$ cat config.mk
export PLATFORM = sky130hd
export DESIGN_NAME = serial_line_keyword_spotter_flat
export DESIGN_NICKNAME = d
export VERILOG_FILES = /design/src/rtl/slks_pkg.sv /design/src/rtl/slks_ifs.sv /design/src/rtl/slks_match.sv /design/src/rtl/slks_resq.sv /design/src/rtl/serial_line_keyword_spotter.sv /design/src/flat_wrapper.sv
export SDC_FILE = /design/constraint.sdc
export NUM_CORES = 1
export LEC_CHECK = 0
export BUFFER_PORTS_ARGS = -buffer_cell sky130_fd_sc_hd__clkbuf_2
export CORE_ASPECT_RATIO = 0.7
export CORE_MARGIN = 2
export CORE_UTILIZATION = 60
export CTS_CLUSTER_DIAMETER = 100
export DETAILED_ROUTE_END_ITERATION = 8
export PLACE_DENSITY = 0.76
export RECOVER_POWER = 25
export SLEW_MARGIN = 10
export SYNTH_ARGS = -nofsm -noshare
export SYNTH_HDL_FRONTEND = slang
export SYNTH_SLANG_ARGS = --single-unit
$ cat constraint.sdc
create_clock -name clk -period 3.01 [get_ports clk]
set_clock_uncertainty 0.05 [all_clocks]
set_input_delay 0.301 -clock clk [delete_from_list [all_inputs] [get_ports clk]]
set_output_delay 0.301 -clock clk [all_outputs]
set_load 0.01 [all_outputs]
$ cat src/rtl/slks_pkg.sv
package slks_pkg;

	localparam int unsigned LineCapacity = 64;
	localparam int unsigned WinDepth = 17;
	localparam int unsigned KwCount = 17;
	localparam int unsigned KwMaxLen = WinDepth + 1;
	localparam int unsigned NumGroups = 7;
	localparam int unsigned CodeW = 3;
	localparam int unsigned ResultSlots = 2;
	localparam int unsigned ResultOccW = $clog2(ResultSlots + 1);
	localparam int unsigned ResultPtrW = $clog2(ResultSlots);

	localparam logic [7:0] CharLf = 8'h0A;
	localparam logic [7:0] CharCr = 8'h0D;
	localparam logic [7:0] CharNul = 8'h00;

	typedef logic [7:0] byte_t;
	typedef logic [CodeW-1:0] cmd_code_t;

	typedef struct packed {
		logic valid;
		cmd_code_t code;
	} result_t;

	// Keyword text, first byte in the top byte lane, padded with zeros below.
	localparam logic [KwMaxLen*8-1:0] KwText [KwCount] = '{
		{144'hE8AFB7_E4BB8B_E7BB8D_E4BDA0_E887AA_E5B7B1},
		{96'hE4BB8B_E7BB8D_E887AA_E5B7B1, 48'h0},
		{96'hE4BDA0_E5A5BD_E5B08F_E889BE, 48'h0},
		{48'hE4BDA0_E5A5BD, 96'h0},
		{96'hE5B08F_E889BE_E5B08F_E889BE, 48'h0},
		{96'hE5B08F_E788B1_E5B08F_E788B1, 48'h0},
		{96'hE5A4A9_E6B094_E5A682_E4BD95, 48'h0},
		{120'hE5A4A9_E6B094_E6808E_E4B988_E6A0B7, 24'h0},
		{48'hE5A4A9_E6B094, 96'h0},
		{120'hE78EB0_E59CA8_E587A0_E782B9_E4BA86, 24'h0},
		{72'hE587A0_E782B9_E4BA86, 72'h0},
		{48'hE697B6_E997B4, 96'h0},
		{96'hE69BB4_E68DA2_E59BBE_E78987, 48'h0},
		{72'hE68DA2_E59BBE_E78987, 72'h0},
		{72'hE68DA2_E8838C_E699AF, 72'h0},
		{48'hE588B7_E696B0, 96'h0},
		{56'h72_65_66_72_65_73_68, 88'h0}
	};

	localparam int unsigned KwLen [KwCount] = '{
		18, 12, 12, 6, 12, 12, 12, 15, 6, 15, 9, 6, 12, 9, 9, 6, 7
	};

	localparam int unsigned KwGroup [KwCount] = '{
		0, 0, 1, 1, 2, 2, 3, 3, 3, 4, 4, 4, 5, 5, 5, 6, 6
	};

endpackage

$ cat src/rtl/slks_ifs.sv
interface slks_rx_if;
	logic valid;
	logic ready;
	logic [7:0] rx_byte;

	modport source (output valid, output rx_byte, input ready);
	modport sink (input valid, input rx_byte, output ready);
endinterface

interface slks_cmd_if;
	logic valid;
	logic ready;
	logic [2:0] command_code;

	modport source (output valid, output command_code, input ready);
	modport sink (input valid, input command_code, output ready);
endinterface

interface slks_cfg_if;
	logic valid;
	logic ready;
	logic receiver_enabled;

	modport source (output valid, output receiver_enabled, input ready);
	modport sink (input valid, input receiver_enabled, output ready);
endinterface

$ cat src/rtl/slks_match.sv
module slks_match #(
	parameter int unsigned LINE_CAPACITY = slks_pkg::LineCapacity
) (
	input logic clk,
	input logic arst_n,
	input logic accept,
	input slks_pkg::byte_t rx_byte,
	input logic enable,
	output logic pending,
	output slks_pkg::result_t result
);

	localparam int unsigned LenW = $clog2(LINE_CAPACITY);

	logic valid_s1;
	slks_pkg::byte_t byte_s1;

	slks_pkg::byte_t window_q [slks_pkg::WinDepth];
	logic [LenW-1:0] len_q;
	logic zero_seen_q;
	logic [slks_pkg::KwCount-1:0] hits_q;

	slks_pkg::byte_t cur [slks_pkg::KwMaxLen];
	logic [slks_pkg::KwCount-1:0] match;
	logic [slks_pkg::NumGroups-1:0] group_hit;
	slks_pkg::cmd_code_t best;
	logic is_lf;
	logic is_cr;
	logic room;
	logic zero_next;
	logic clear_line;

	always_ff @(posedge clk or negedge arst_n) begin
		if (!arst_n) begin
			valid_s1 <= 1'b0;
		end else begin
			valid_s1 <= accept & enable;
		end
	end

	always_ff @(posedge clk) begin
		if (accept) begin
			byte_s1 <= rx_byte;
		end
	end

	always_comb begin
		cur[0] = byte_s1;
		for (int i = 1; i < slks_pkg::KwMaxLen; i++) begin
			cur[i] = window_q[i-1];
		end
	end

	// Each keyword is compared against the newest bytes, last keyword byte first.
	always_comb begin
		for (int k = 0; k < slks_pkg::KwCount; k++) begin
			match[k] = 1'b1;
			for (int i = 0; i < slks_pkg::KwMaxLen; i++) begin
				if (i < slks_pkg::KwLen[k]) begin
					if (slks_pkg::KwText[k][(slks_pkg::KwMaxLen - slks_pkg::KwLen[k] + i)*8 +: 8]
							!= cur[i]) begin
						match[k] = 1'b0;
					end
				end
			end
		end
	end

	always_comb begin
		group_hit = '0;
		for (int k = 0; k < slks_pkg::KwCount; k++) begin
			group_hit[slks_pkg::KwGroup[k]] = group_hit[slks_pkg::KwGroup[k]] | hits_q[k];
		end
		best = '0;
		for (int g = slks_pkg::NumGroups - 1; g >= 0; g--) begin
			if (group_hit[g]) begin
				best = slks_pkg::CodeW'(g);
			end
		end
	end

	assign is_lf = (byte_s1 == slks_pkg::CharLf);
	assign is_cr = (byte_s1 == slks_pkg::CharCr);
	assign room = (len_q < LenW'(LINE_CAPACITY - 1));
	assign zero_next = zero_seen_q | (byte_s1 == slks_pkg::CharNul);
	assign clear_line = is_lf | (!is_cr & !room);

	assign pending = valid_s1;
	assign result.valid = valid_s1 & is_lf & (|hits_q);
	assign result.code = best;

	always_ff @(posedge clk or negedge arst_n) begin
		if (!arst_n) begin
			for (int i = 0; i < slks_pkg::WinDepth; i++) begin
				window_q[i] <= '0;
			end
			len_q <= '0;
			zero_seen_q <= 1'b0;
			hits_q <= '0;
		end else if (valid_s1) begin
			if (clear_line) begin
				for (int i = 0; i < slks_pkg::WinDepth; i++) begin
					window_q[i] <= '0;
				end
				len_q <= '0;
				zero_seen_q <= 1'b0;
				hits_q <= '0;
			end else if (!is_cr) begin
				window_q[0] <= byte_s1;
				for (int i = 1; i < slks_pkg::WinDepth; i++) begin
					window_q[i] <= window_q[i-1];
				end
				len_q <= len_q + 1'b1;
				zero_seen_q <= zero_next;
				if (!zero_next) begin
					hits_q <= hits_q | match;
				end
			end
		end
	end

endmodule

$ cat src/rtl/slks_resq.sv
module slks_resq (
	input logic clk,
	input logic arst_n,
	input slks_pkg::result_t push,
	input logic pop,
	output slks_pkg::cmd_code_t head,
	output logic [slks_pkg::ResultOccW-1:0] count
);

	slks_pkg::cmd_code_t slot_q [slks_pkg::ResultSlots];
	logic [slks_pkg::ResultPtrW-1:0] wr_q;
	logic [slks_pkg::ResultPtrW-1:0] rd_q;
	logic [slks_pkg::ResultOccW-1:0] count_q;

	always_ff @(posedge clk or negedge arst_n) begin
		if (!arst_n) begin
			wr_q <= '0;
			rd_q <= '0;
			count_q <= '0;
		end else begin
			if (push.valid) begin
				wr_q <= wr_q + 1'b1;
			end
			if (pop) begin
				rd_q <= rd_q + 1'b1;
			end
			count_q <= count_q + slks_pkg::ResultOccW'(push.valid)
				- slks_pkg::ResultOccW'(pop);
		end
	end

	always_ff @(posedge clk) begin
		if (push.valid) begin
			slot_q[wr_q] <= push.code;
		end
	end

	assign head = slot_q[rd_q];
	assign count = count_q;

endmodule

$ cat src/rtl/serial_line_keyword_spotter.sv
// Channel   Role    Payload            Transaction
// rx        sink    rx_byte[7:0]       one received byte
// cmd       source  command_code[2:0]  one command at the end of a line
// cfg       sink    receiver_enabled   one register write
//
// One byte is taken every cycle; a newline's command is registered in the result queue.
// The byte runs through an input register, the keyword compare and a two-slot result queue.
// Reset clears the line state, the queue and the enable register, with no clearing pass.
// The rx side stalls when queued commands plus the registered input byte fill the queue.
module serial_line_keyword_spotter #(
	parameter int unsigned LINE_CAPACITY = slks_pkg::LineCapacity
) (
	input logic clk,
	input logic arst_n,
	slks_rx_if.sink rx,
	slks_cmd_if.source cmd,
	slks_cfg_if.sink cfg
);

	logic enable_q;
	logic rx_accept;
	logic cmd_pop;
	logic pending;
	slks_pkg::result_t result;
	logic [slks_pkg::ResultOccW-1:0] count;
	logic [slks_pkg::ResultOccW:0] committed;

	always_ff @(posedge clk or negedge arst_n) begin
		if (!arst_n) begin
			enable_q <= 1'b0;
		end else if (cfg.valid && cfg.ready) begin
			enable_q <= cfg.receiver_enabled;
		end
	end

	assign cfg.ready = 1'b1;

	assign cmd_pop = cmd.valid & cmd.ready;
	assign committed = {1'b0, count} - (slks_pkg::ResultOccW + 1)'(cmd_pop)
		+ (slks_pkg::ResultOccW + 1)'(pending);
	assign rx.ready = (committed < (slks_pkg::ResultOccW + 1)'(slks_pkg::ResultSlots));
	assign rx_accept = rx.valid & rx.ready;

	slks_match #(
		.LINE_CAPACITY(LINE_CAPACITY)
	) u_match (
		.clk(clk),
		.arst_n(arst_n),
		.accept(rx_accept),
		.rx_byte(rx.rx_byte),
		.enable(enable_q),
		.pending(pending),
		.result(result)
	);

	slks_resq u_resq (
		.clk(clk),
		.arst_n(arst_n),
		.push(result),
		.pop(cmd_pop),
		.head(cmd.command_code),
		.count(count)
	);

	assign cmd.valid = (count != '0);

	a_no_overflow: assert property (@(posedge clk) disable iff (!arst_n)
		result.valid |-> ((count - slks_pkg::ResultOccW'(cmd_pop))
			< slks_pkg::ResultOccW'(slks_pkg::ResultSlots)))
		else $error("Result queue overflow.");

	a_disabled_silent: assert property (@(posedge clk) disable iff (!arst_n)
		(rx_accept && !enable_q) |=> !result.valid)
		else $error("Command produced while the receiver is disabled.");

	a_only_newline: assert property (@(posedge clk) disable iff (!arst_n)
		(rx_accept && rx.rx_byte != slks_pkg::CharLf) |=> !result.valid)
		else $error("Command produced by a byte other than newline.");

	a_code_range: assert property (@(posedge clk) disable iff (!arst_n)
		cmd.valid |-> (cmd.command_code < slks_pkg::CodeW'(slks_pkg::NumGroups)))
		else $error("Command code out of range.");

endmodule
$ cat src/flat_wrapper.sv
// flat-port wrapper written by rule: the top's interface ports become plain ports
module serial_line_keyword_spotter_flat 
#(
	parameter int unsigned LINE_CAPACITY = slks_pkg::LineCapacity
)
  (clk, arst_n, rx_valid, rx_rx_byte, rx_ready, cmd_valid, cmd_command_code, cmd_ready, cfg_valid, cfg_receiver_enabled, cfg_ready);
  slks_rx_if rx_i ();
  slks_cmd_if cmd_i ();
  slks_cfg_if cfg_i ();
  input logic clk;
  input logic arst_n;
  input wire logic [$bits(rx_i.valid)-1:0] rx_valid;
  input wire logic [$bits(rx_i.rx_byte)-1:0] rx_rx_byte;
  output wire logic [$bits(rx_i.ready)-1:0] rx_ready;
  output wire logic [$bits(cmd_i.valid)-1:0] cmd_valid;
  output wire logic [$bits(cmd_i.command_code)-1:0] cmd_command_code;
  input wire logic [$bits(cmd_i.ready)-1:0] cmd_ready;
  input wire logic [$bits(cfg_i.valid)-1:0] cfg_valid;
  input wire logic [$bits(cfg_i.receiver_enabled)-1:0] cfg_receiver_enabled;
  output wire logic [$bits(cfg_i.ready)-1:0] cfg_ready;
  assign rx_i.valid = rx_valid;
  assign rx_i.rx_byte = rx_rx_byte;
  assign rx_ready = rx_i.ready;
  assign cmd_valid = cmd_i.valid;
  assign cmd_command_code = cmd_i.command_code;
  assign cmd_i.ready = cmd_ready;
  assign cfg_i.valid = cfg_valid;
  assign cfg_i.receiver_enabled = cfg_receiver_enabled;
  assign cfg_ready = cfg_i.ready;
  serial_line_keyword_spotter #(.LINE_CAPACITY(LINE_CAPACITY)) u_core (.clk(clk), .arst_n(arst_n), .rx(rx_i), .cmd(cmd_i), .cfg(cfg_i));
endmodule
==> results.ini <==
[setup_path]
cp.arrival_ns = 2.46
regToRegEndpoint = u_core.u_match.byte_s1[7]
criticalPathCategory = flop to output pin
end_kind = output pin
r2r_start = u_core.u_resq.count[1]
crit_required_ns = 2.66
crit_path_max_fanout = 3
reg2regPathDepth = 9
regToRegSetupSlack_ns = 0.31
startpoint_type = flop

[clocking]
htreeDepth = 4
cts_setup_buffers = 0
clock_latency_ns = 0.43
clock_sinks = 180
cts_buffers = 17
clockBufferDepth = 2
cts.clk_slew.worst_paths_ns = 0.07
cts-root-buf = clkbuf_16
cts_tree = yes

[power]
peakVddDrop_uv = 616
p_leak_nw = 3.93
power_density_nw_per_um2 = 789

[timing]
setup_tns_ns = 0
slew_viol_final = 74
worst_slack_ns = 0.200
period_share = 0.933
relSlewSlack = -0.256
worst_slew_pin_slew_ns = 1.88
rsz0062_at_grt = no
finalHoldViolCount = 0
final-setup-viol-count = 0
fin_crit_ns = 2.81
clock.fmax_mhz = 356

[synth]
yosysUniqueCellTypes = 61
avgSynthCellArea_um2 = 11.8
ys_top_cells_by_count = 166 x dfrtp_1, 136 x a22o_1, 37 x nand4_1, 32 x nor2_1
post_synth_inst_count = 723
yosys-top-cells-area = dfrtp_1 49%, a22o_1 14%, edfxtp_1 4.9%
synth_flop_cell = dfrtp_1
synth_area_leader_cell = dfrtp_1
ys_ff_latch = 180
async_flop_share = 0.922
ys_seq_area_frac = 0.538
synth-edff-count = 14
synth_top_area_share = 0.489
syn_area_um2 = 8500
synth_most_common_cell = dfrtp_1
synth_nets = 742
ys_warn_count = 0

[floorplan]
rows = 36
die-width_um = 146
core_region_area_um2 = 13900
initial_core_util = 0.612
die_area_um2 = 15100
die_y_um = 104
io_pins = 20

[status]
status = complete, but fails checks
failed_checks = capacitance limit, slew limit

[routing]
detail_route.vias_per_cell = 7.05
drtIter0Drc = 811
avgRoutedWirePerCell_um = 25.4
num_vias = 6577
dr.pass1.iters = 5
routed_wl_mm = 23.7
drc_errors = 0
antenna_left = 0

[layout]
multiInputGateArea_um2 = 3640
drive_gt1_frac = 0.102
areaGrowthSynthToFinish_pct = 10.3
ff_latch_area_um2 = 4570
layout.nets = 749
fillers = 1042
n_antenna_cell = 0
fin_util = 0.675
final_cell_area_um2 = 9370

[hold_path]
hold_depth = 1
min_from = rx_rx_byte[6]
min_to = u_core.u_match.byte_s1[6]
hold_class = input pin to flop

[global_route]
grtUsageTotal = 0.326
grt_max_degree = 136
grt_pass1_wl_mm = 37.7
grt_pass1_vias = 6339
grt-ovfl-total = 0
antenna_found_initial = 0

[place]
dpl_cell_area_um2 = 8710
io_buffers = 18
pre_cts_slack_ns = 0.373
gp_congestion = 0.970
hpwl_mm = 16.5

[run]
drv_cap = 1

## metrics by stage
stage          hold WS, ns  total power (W)  std cells
2_1_floorplan      -0.0446          0.00449        723
3_3_place_gp         0.314          0.00506        894
3_5_place_dp         0.329          0.00512        894
4_1_cts             0.0117          0.00736        933
5_1_grt             0.0306          0.00771        933
6_report            0.0477          0.00739        933
## layout make-up
cell class | count | share of cell area
Clock inverter | 14 | 0.0171
Multi-Input combinational cell | 486 | 0.389
Sequential cell | 180 | 0.488
Inverter | 11 | 0.00441
Timing Repair Buffer | 34 | 0.0290
Clock buffer | 18 | 0.0469
Tap cell | 190 | 0.0254
## worst max-delay path, cell delays in order, from the launching register on
cell and delay, ns:
dfrtp_1 0.41, inv_1 0.09, nand2_1 0.07, and2_0 0.19, ha_1 0.28, inv_1 0.07, nand2_1 0.07, fa_1 0.42
xnor2_1 0.16, and2_1 0.14, clkbuf_2 0.13
## how the worst max path moves through the flow
stage | startpoint | cells past startpoint | end
2_1_floorplan | u_core.u_resq.count[1] | 9 | u_core.u_match.byte_s1[0]
3_3_place_gp | u_core.u_resq.count[1] | 9 | u_core.u_match.byte_s1[6]
3_5_place_dp | u_core.u_resq.count[1] | 9 | u_core.u_match.byte_s1[7]
4_1_cts | u_core.u_resq.count[1] | 10 | rx_ready
5_1_grt | u_core.u_resq.count[1] | 10 | rx_ready
6_report | u_core.u_resq.count[1] | 10 | rx_ready
## metal layers
metal / GRT usage / up-vias / share of wire
met3: 0.0687 / 35 / 0.084
met5: 0 / - / 0
li1: - / 2887 / -
met4: 0.0811 / 0 / 0.013
met2: 0.446 / 306 / 0.43
met1: 0.528 / 3349 / 0.47
## state kept, by name, indices dropped and copies added (netlist names), 2 cells and up
name and cells:
u_core.u_match.cur 136, u_core.u_resq.count 2, u_core.u_match.len_q 6, u_core.u_match.byte_s1 8, u_core.u_match.hits_q 17, u_core.u_resq.slot_q 6
## cell families (layout without fill, tap and decap cells)
group                      Yosys count  in the layout  synth area share
and+or+nand+nor                    298            298             0.237
buffers and inverters               57             77            0.0340
adders and majority gates            5              5           0.00825
DFF                                180            180             0.538
AOI/OAI and AO/OA                  171            171             0.170
other                                1              1          0.000441
muxes                                4              4           0.00530
xor gates and xnor gates             7              7           0.00722
## layout by cell type (no fill, tap or decap), types with 5 or more instances in the layout
master,n
and3_1,7
nor2_1,32
nor4_1,28
nand2b_1,5
inv_1,11
a21oi_1,9
nand3_1,21
nand4_1,37
dlygate4sd3_1,7
dfrtp_1,166
nor4bb_1,19
and2_1,6
nand2_1,24
edfxtp_1,14
and3b_1,9
a22o_1,136
nand4b_1,16
nor2b_1,11
and4b_1,13
clkbuf_2,16
nor3b_1,12
clkbuf_16,17
nor4b_1,11
nor3_1,18
xor2_1,5
nand3b_1,7
## where the power goes
part           total [W]  internal, W  switching [W]
Sequential       0.00364      0.00283       0.000805
Clock            0.00225      0.00121        0.00104
Combinational    0.00150     0.000663       0.000839
## repair_timing
action,in CTS,in global routing
hold buffers,7,0
hold endpoints to repair,77,0
gates resized for setup,0,0
endpoints found under the setup margin,0,0
Power figures use the tool's default switching activity.
